## src/design/crc8bs_pkg.sv

```systemverilog
`default_nettype none
package crc8bs_pkg;

  // degree of the generator polynomial
  localparam int CRC_WIDTH = 8;
  // width of the configuration write data
  localparam int CFG_W = 8;
  // counter for the remainder bits still to send, holds CRC_WIDTH itself
  localparam int CNT_W = $clog2(CRC_WIDTH + 1);

  // x^8+x^5+x^3+x without the leading term
  localparam logic [CFG_W-1:0] GEN_RESET = CFG_W'(42);

  typedef enum logic {
    OP_ENCODE = 1'b0,
    OP_CHECK  = 1'b1
  } op_t;

  typedef struct packed {
    logic step;
    logic data_bit;
    logic last;
  } step_t;

  typedef struct packed {
    logic [CRC_WIDTH-1:0] crc;
    logic                 zero;
  } div_res_t;

endpackage
`default_nettype wire

```

## src/design/crc8bs_in_if.sv

```systemverilog
`default_nettype none
interface crc8bs_in_if;
  logic valid;
  logic ready;
  logic operation;
  logic data_bit;
  logic last_bit;

  modport source (output valid, output operation, output data_bit, output last_bit,
                  input ready);
  modport sink (input valid, input operation, input data_bit, input last_bit,
                output ready);
endinterface
`default_nettype wire

```

## src/design/crc8bs_out_if.sv

```systemverilog
`default_nettype none
interface crc8bs_out_if;
  logic valid;
  logic ready;
  logic out_bit;
  logic is_verdict;
  logic check_ok;
  logic end_of_run;

  modport source (output valid, output out_bit, output is_verdict, output check_ok,
                  output end_of_run, input ready);
  modport sink (input valid, input out_bit, input is_verdict, input check_ok,
                input end_of_run, output ready);
endinterface
`default_nettype wire

```

## src/design/crc8bs_cfg_if.sv

```systemverilog
`default_nettype none
interface crc8bs_cfg_if;
  import crc8bs_pkg::*;
  logic             valid;
  logic             ready;
  logic [CFG_W-1:0] data;

  modport source (output valid, output data, input ready);
  modport sink (input valid, input data, output ready);
endinterface
`default_nettype wire

```

## src/design/crc8bs_div.sv

```systemverilog
`default_nettype none
module crc8bs_div (
  input  wire logic                               clk,
  input  wire logic                               rst_n,
  input  wire crc8bs_pkg::step_t                  ctl,
  input  wire logic [crc8bs_pkg::CRC_WIDTH-1:0]   gen,
  output crc8bs_pkg::div_res_t                    res
);
  import crc8bs_pkg::*;

  // plain remainder of the bits so far, used for the verdict and the crc
  logic [CRC_WIDTH-1:0] rem_r, rem_nxt;
  // remainder of the message times x^CRC_WIDTH, used for the appended crc
  logic [CRC_WIDTH-1:0] crc_acc;

  logic [CRC_WIDTH:0] shifted;

  always_comb begin
    shifted = {rem_r, ctl.data_bit};
    rem_nxt = shifted[CRC_WIDTH] ? (shifted[CRC_WIDTH-1:0] ^ gen) : shifted[CRC_WIDTH-1:0];
    // shift CRC_WIDTH zero bits through the current generator
    crc_acc = rem_nxt;
    for (int i = 0; i < CRC_WIDTH; i++) begin
      crc_acc = crc_acc[CRC_WIDTH-1] ? ({crc_acc[CRC_WIDTH-2:0], 1'b0} ^ gen)
                                     : {crc_acc[CRC_WIDTH-2:0], 1'b0};
    end
  end

  assign res.crc  = crc_acc;
  assign res.zero = (rem_nxt == '0);

  always_ff @(posedge clk) begin
    if (!rst_n) begin
      rem_r <= '0;
    end else if (ctl.step) begin
      // cleared after each last bit
      rem_r <= ctl.last ? '0 : rem_nxt;
    end
  end
endmodule
`default_nettype wire

```

## src/design/crc8_bit_serial_encode_check.sv

```systemverilog
// bit-serial crc encoder and checker, generator of degree 8 (default x^8+x^5+x^3+x)
// in_ch: one message bit per beat, msb first, with operation (0 encode, 1 check)
//   and last_bit marking the final bit of a message
// out_ch: result beats; encode echoes every data bit and after the last bit sends
//   the 8 crc bits msb first; check sends only one verdict beat on the last bit
// cfg_ch: writes the generator coefficients below x^8; the user must write it only
//   while no beat is in flight, the block does not enforce it
// latency: a result appears on out_ch the cycle after its input beat is accepted
// throughput: one input beat per cycle unless out_ch stalls; an encode last
//   bit holds in_ch off while the crc bits go out through the single output register
// check beats that are not last produce no result
// stall: a full output register not taken by the sink holds in_ch ready low;
//   an input beat is taken in the same cycle the waiting result is taken
// reset (rst_n low, synchronous): remainder cleared, generator back to 42,
//   output register empty, no crc bits pending
`default_nettype none
module crc8_bit_serial_encode_check (
  input wire logic   clk,
  input wire logic   rst_n,
  crc8bs_in_if.sink  in_ch,
  crc8bs_out_if.source out_ch,
  crc8bs_cfg_if.sink cfg_ch
);
  import crc8bs_pkg::*;

  // generator register
  logic [CRC_WIDTH-1:0] gen_r;

  // output register
  logic out_valid_r, out_valid_nxt;
  logic out_bit_r, out_bit_nxt;
  logic is_verdict_r, is_verdict_nxt;
  logic check_ok_r, check_ok_nxt;
  logic end_of_run_r, end_of_run_nxt;

  // crc bits waiting to go out after an encode last bit
  logic [CRC_WIDTH-1:0] crc_sh_r, crc_sh_nxt;
  logic [CNT_W-1:0]     burst_cnt_r, burst_cnt_nxt;

  logic     slot_free;
  logic     in_fire;
  step_t    div_ctl;
  div_res_t div_res;

  assign cfg_ch.ready = 1'b1;

  always_ff @(posedge clk) begin
    if (!rst_n) begin
      gen_r <= CRC_WIDTH'(GEN_RESET);
    end else if (cfg_ch.valid) begin
      // bits at or above the degree are dropped
      gen_r <= CRC_WIDTH'(cfg_ch.data);
    end
  end

  // output slot can take a new beat this cycle
  assign slot_free   = !out_valid_r || out_ch.ready;
  // no new input while crc bits are still going out
  assign in_ch.ready = slot_free && (burst_cnt_r == '0);
  assign in_fire     = in_ch.valid && in_ch.ready;

  assign div_ctl.step     = in_fire;
  assign div_ctl.data_bit = in_ch.data_bit;
  assign div_ctl.last     = in_ch.last_bit;

  crc8bs_div u_div (
    .clk   (clk),
    .rst_n (rst_n),
    .ctl   (div_ctl),
    .gen   (gen_r),
    .res   (div_res)
  );

  always_comb begin
    out_valid_nxt  = out_valid_r;
    out_bit_nxt    = out_bit_r;
    is_verdict_nxt = is_verdict_r;
    check_ok_nxt   = check_ok_r;
    end_of_run_nxt = end_of_run_r;
    crc_sh_nxt     = crc_sh_r;
    burst_cnt_nxt  = burst_cnt_r;

    if (slot_free) begin
      out_valid_nxt = 1'b0;
      if (burst_cnt_r != '0) begin
        // next crc bit, msb first; end of run on the final one
        out_valid_nxt  = 1'b1;
        out_bit_nxt    = crc_sh_r[CRC_WIDTH-1];
        is_verdict_nxt = 1'b0;
        check_ok_nxt   = 1'b0;
        end_of_run_nxt = (burst_cnt_r == CNT_W'(1));
        crc_sh_nxt     = {crc_sh_r[CRC_WIDTH-2:0], 1'b0};
        burst_cnt_nxt  = burst_cnt_r - CNT_W'(1);
      end else if (in_fire) begin
        if (op_t'(in_ch.operation) == OP_ENCODE) begin
          // echo the data bit
          out_valid_nxt  = 1'b1;
          out_bit_nxt    = in_ch.data_bit;
          is_verdict_nxt = 1'b0;
          check_ok_nxt   = 1'b0;
          end_of_run_nxt = 1'b0;
          if (in_ch.last_bit) begin
            crc_sh_nxt    = div_res.crc;
            burst_cnt_nxt = CNT_W'(CRC_WIDTH);
          end
        end else if (in_ch.last_bit) begin
          // check verdict on the whole received word
          out_valid_nxt  = 1'b1;
          out_bit_nxt    = 1'b0;
          is_verdict_nxt = 1'b1;
          check_ok_nxt   = div_res.zero;
          end_of_run_nxt = 1'b1;
        end
      end
    end
  end

  always_ff @(posedge clk) begin
    if (!rst_n) begin
      out_valid_r <= 1'b0;
      burst_cnt_r <= '0;
    end else begin
      out_valid_r <= out_valid_nxt;
      burst_cnt_r <= burst_cnt_nxt;
    end
  end

  // payload, no reset needed
  always_ff @(posedge clk) begin
    out_bit_r    <= out_bit_nxt;
    is_verdict_r <= is_verdict_nxt;
    check_ok_r   <= check_ok_nxt;
    end_of_run_r <= end_of_run_nxt;
    crc_sh_r     <= crc_sh_nxt;
  end

  assign out_ch.valid      = out_valid_r;
  assign out_ch.out_bit    = out_bit_r;
  assign out_ch.is_verdict = is_verdict_r;
  assign out_ch.check_ok   = check_ok_r;
  assign out_ch.end_of_run = end_of_run_r;
endmodule
`default_nettype wire
```

## src/flat_wrapper.sv

```systemverilog
// flat-port wrapper written by rule: the top's interface ports become plain ports
module crc8_bit_serial_encode_check_flat import crc8bs_pkg::*;
  (clk, rst_n, in_ch_valid, in_ch_operation, in_ch_data_bit, in_ch_last_bit, in_ch_ready, out_ch_valid, out_ch_out_bit, out_ch_is_verdict, out_ch_check_ok, out_ch_end_of_run, out_ch_ready, cfg_ch_valid, cfg_ch_data, cfg_ch_ready);
  crc8bs_in_if in_ch_i ();
  crc8bs_out_if out_ch_i ();
  crc8bs_cfg_if cfg_ch_i ();
  input wire logic clk;
  input wire logic rst_n;
  input wire logic [$bits(in_ch_i.valid)-1:0] in_ch_valid;
  input wire logic [$bits(in_ch_i.operation)-1:0] in_ch_operation;
  input wire logic [$bits(in_ch_i.data_bit)-1:0] in_ch_data_bit;
  input wire logic [$bits(in_ch_i.last_bit)-1:0] in_ch_last_bit;
  output wire logic [$bits(in_ch_i.ready)-1:0] in_ch_ready;
  output wire logic [$bits(out_ch_i.valid)-1:0] out_ch_valid;
  output wire logic [$bits(out_ch_i.out_bit)-1:0] out_ch_out_bit;
  output wire logic [$bits(out_ch_i.is_verdict)-1:0] out_ch_is_verdict;
  output wire logic [$bits(out_ch_i.check_ok)-1:0] out_ch_check_ok;
  output wire logic [$bits(out_ch_i.end_of_run)-1:0] out_ch_end_of_run;
  input wire logic [$bits(out_ch_i.ready)-1:0] out_ch_ready;
  input wire logic [$bits(cfg_ch_i.valid)-1:0] cfg_ch_valid;
  input wire logic [$bits(cfg_ch_i.data)-1:0] cfg_ch_data;
  output wire logic [$bits(cfg_ch_i.ready)-1:0] cfg_ch_ready;
  assign in_ch_i.valid = in_ch_valid;
  assign in_ch_i.operation = in_ch_operation;
  assign in_ch_i.data_bit = in_ch_data_bit;
  assign in_ch_i.last_bit = in_ch_last_bit;
  assign in_ch_ready = in_ch_i.ready;
  assign out_ch_valid = out_ch_i.valid;
  assign out_ch_out_bit = out_ch_i.out_bit;
  assign out_ch_is_verdict = out_ch_i.is_verdict;
  assign out_ch_check_ok = out_ch_i.check_ok;
  assign out_ch_end_of_run = out_ch_i.end_of_run;
  assign out_ch_i.ready = out_ch_ready;
  assign cfg_ch_i.valid = cfg_ch_valid;
  assign cfg_ch_i.data = cfg_ch_data;
  assign cfg_ch_ready = cfg_ch_i.ready;
  crc8_bit_serial_encode_check u_core (.clk(clk), .rst_n(rst_n), .in_ch(in_ch_i), .out_ch(out_ch_i), .cfg_ch(cfg_ch_i));
endmodule
```

## config.mk

```make
export PLATFORM = sky130hd
export DESIGN_NAME = crc8_bit_serial_encode_check_flat
export DESIGN_NICKNAME = d
export VERILOG_FILES = /design/src/design/crc8bs_pkg.sv /design/src/design/crc8bs_in_if.sv /design/src/design/crc8bs_out_if.sv /design/src/design/crc8bs_cfg_if.sv /design/src/design/crc8bs_div.sv /design/src/design/crc8_bit_serial_encode_check.sv /design/src/flat_wrapper.sv
export SDC_FILE = /design/constraint.sdc
export NUM_CORES = 1
export LEC_CHECK = 0
export BUFFER_PORTS_ARGS = -buffer_cell sky130_fd_sc_hd__buf_2
export CAP_MARGIN = 0
export CORE_ASPECT_RATIO = 0.5
export CORE_MARGIN = 10
export CORE_UTILIZATION = 24
export DETAILED_ROUTE_END_ITERATION = 8
export HOLD_SLACK_MARGIN = 0.03
export SYNTH_ARGS = -nofsm -noshare
export SYNTH_HDL_FRONTEND = slang
export SYNTH_SLANG_ARGS = --single-unit
```

## constraint.sdc

```tcl
create_clock -name clk -period 5.6 [get_ports clk]
set_clock_uncertainty 0.05 [all_clocks]
set_input_delay 0.28 -clock clk [delete_from_list [all_inputs] [get_ports clk]]
set_output_delay 0.28 -clock clk [all_outputs]
set_load 0.005 [all_outputs]
```

==> flow_metrics.tcl <==
set metrics [dict create \
    worstSetupPathType "flip-flop to flip-flop" \
    clock_path_buffers 2 \
    highest_layer "met4" \
    yosysSeqAreaShare 0.225 \
    wl_per_cell_microns 14.8 \
    slew_headroom 0.458 \
    cts_hold_buffers 0 \
    clkTransAtPathRegs_ps 60 \
    dieArea_sq_um 20000 \
    yosysTopAreaCell "dfxtp_1" \
    remaining_drc_errors 0 \
    htreeDepth 2 \
    cts.sinks 33 \
    crit_path_max_fanout 22 \
    die_w_microns 190 \
    overflow 0 \
    dp_hpwl_mm 6.83 \
    finalSetupViolCount 0 \
    synth_simple_gate_area_share 0.246 \
    fmax_mhz 213 \
    synthAdderAreaFrac 0.00720 \
    switching_share 0.363 \
    timing.setup.tns_ps 0 \
    place_congestion 0.851 \
    seqPwrFrac 0.365 \
    setup_ws_ps 906 \
    grt_pass1_wl_mm 15.7 \
    cp.required_ps 5670 \
    synth_flop_cell "dfxtp_1" \
    dp_slack_ps 1020 \
    synth_enable_flop_cells 12 \
    yosysWarnings 0 \
    dr_total_vias 3239 \
    rows 30 \
    synthMuxAreaShare 0.0324 \
    layout_commonest_cell "nand2_1" \
    grt_pass1_vias 3027 \
    dr.pass1.iters 4 \
    viasPerCell 5.15 \
    crit_arrival_ps 4770 \
    maxCapViolCount 0 \
    synth_top_area_frac 0.121 \
    yosysUniqueCellTypes 72 \
    hold_class "primary input to flip-flop" \
    status "finished, final reports clean" \
    clockRootBuffer "clkbuf_16" \
    critPathLaunchType "flip-flop" \
    crit_end "u_core.crc_sh_r[7]" \
    syn_inst 438 \
    drt_iter0_drc 292 \
    reg2reg_from "u_core.gen_r[5]" \
    drv_slew 0 \
    ant_nets 0 \
    synth_top_family_by_area "compound AO/OA/AOI/OAI gates" \
    syn_nets 456 \
    worstSetupEndpointType "flip-flop" \
    wl_met3_microns 332 \
    synth-xor-area-share 0.158 \
    hold_viol_final 0 \
    io_buffer_count 21 \
    met2_length_mm 4.17 \
    core_area_sq_um 13900 \
    power_leakage_nw 1.42 \
    clk_latency_ps 290 \
    r2r-end "u_core.crc_sh_r[7]" \
    grt_max_degree 26 \
    track_usage 0.0918 \
    antenna_found_initial 0 \
    tightest_slew_ps 812 \
    fin_crit_ps 4690 \
    syn_area_per_cell_sq_um 7.93 \
    areaGrowthSynthToFinish_pct 11.7 \
    n_fill_cell 1490 \
    chipHeight_microns 105 \
    hold_slack_ps 164 \
    final_core_utilization 0.280 \
    power.density_nw_per_um2 276 \
    irDropWorstVdd_v 0.000250 \
    multiInputGateArea_sq_um 2490 \
    power_frac_comb 0.333 \
    r2r_cells 12 \
    rsz0062_at_grt "false" \
    crit_start "u_core.gen_r[5]" \
    p_clk_frac 0.301 \
    synth.area.top_cells "dfxtp_1, edfxtp_1, xnor2_1, nand2_1, a21oi_1" \
    final_nets 454 \
    antenna_cells 0 \
    wirelength_mm 9.31 \
    synth-compound-area-share 0.273 \
    cts_tree "built" \
    cts_resized 0 \
    initial_core_util 0.251 \
    period_share 0.838 \
    synth_seq_cells 33 \
    net-switching-power_mw 0.389 \
    post_cts_buffers 0 \
    wl_met1_mm 4.70 \
    layout-drive-gt1-share 0.110 \
    numCtsBuffers 5 \
    r2r_slack_ps 910 \
    syn-cell-area_sq_um 3470 \
    io_pins 23 \
    intPower_mw 0.683 \
    seqCellArea_sq_um 781 \
    async_flop_share 0 \
    layout_common_cells "nand2_1, a21oi_1, xnor2_1" \
]
[metal layers]
metal	vias to the layer above	track usage
met5	-	0
met4	0	0.0285
met3	8	0.0106
met2	58	0.144
met1	1550	0.128
li1	1623	-
[power by group through the flow]
stage,clock (mW),sequential (mW),combinational [mW]
6_report,0.323,0.392,0.357
5_1_grt,0.339,0.399,0.406
4_1_cts,0.326,0.391,0.363
3_5_place_dp,0,0.396,0.359
3_3_place_gp,0,0.396,0.350
2_1_floorplan,0,0.377,0.271
[per-stage QoR]
step                      power, mW  cells  instance area, sq um
after floorplan               0.648    438                  3470
after global placement        0.747    621                  3710
after detailed placement      0.755    621                  3710
after CTS                      1.08    629                  3880
after global routing           1.14    629                  3880
final                          1.07    629                  3880
[flip-flops by register name, summed over array words and instances, names as in the netlist, 4 cells and up]
| name | count |
|---|---|
| u_core.burst_cnt_r | 4 |
| u_core.crc_sh_r | 8 |
| u_core.gen_r | 8 |
| u_core.u_div.rem_r | 8 |
[critical path: stages, from the launching register on]
cell,delay [ps]
dfxtp_1,820
or3b_1,210
a21oi_1,100
o31ai_1,540
nand2_1,250
o311ai_2,400
nor3_2,100
or4b_1,500
a31o_1,360
a311o_1,410
a22o_1,250
a2111o_1,360
a31oi_1,180
[synth_stat cells, types with 12 or more instances]
| library cell | count |
|---|---|
| a21oi_1 | 27 |
| clkbuf_1 | 26 |
| dfxtp_1 | 21 |
| edfxtp_1 | 12 |
| nand2_1 | 52 |
| nor2_1 | 24 |
| nor2b_1 | 15 |
| nor3_1 | 12 |
| o21ai_0 | 22 |
| xnor2_1 | 25 |
| xor2_1 | 15 |
[layout make-up]
class	count	area share
clock buffer	5	0.0322
clock inverter	3	0.0106
inverter	9	0.00870
multi-input combinational	358	0.643
sequential	33	0.201
tap	192	0.0619
timing repair buffer	29	0.0426
[worst min-delay path by stage]
stage | startpoint | cells past startpoint | to | slack (ps)
after floorplan | cfg_ch_data[1] | 2 | u_core.gen_r[1] | 360
after global placement | cfg_ch_data[1] | 3 | u_core.gen_r[1] | 450
after detailed placement | cfg_ch_data[1] | 3 | u_core.gen_r[1] | 450
after CTS | cfg_ch_data[1] | 3 | u_core.gen_r[1] | 170
after global routing | cfg_ch_data[3] | 3 | u_core.gen_r[3] | 170
final | cfg_ch_data[1] | 3 | u_core.gen_r[1] | 160
[cell families after synthesis]
family / count (synthesis)
DFF: 33
muxes: 11
adders and majority gates: 2
buffers and inverters: 47
xor gates and xnor gates: 49
and+or+nand+nor: 165
other: 1
AOI/OAI and AO/OA: 130
No activity file was read; power rests on OpenSTA's default activity.
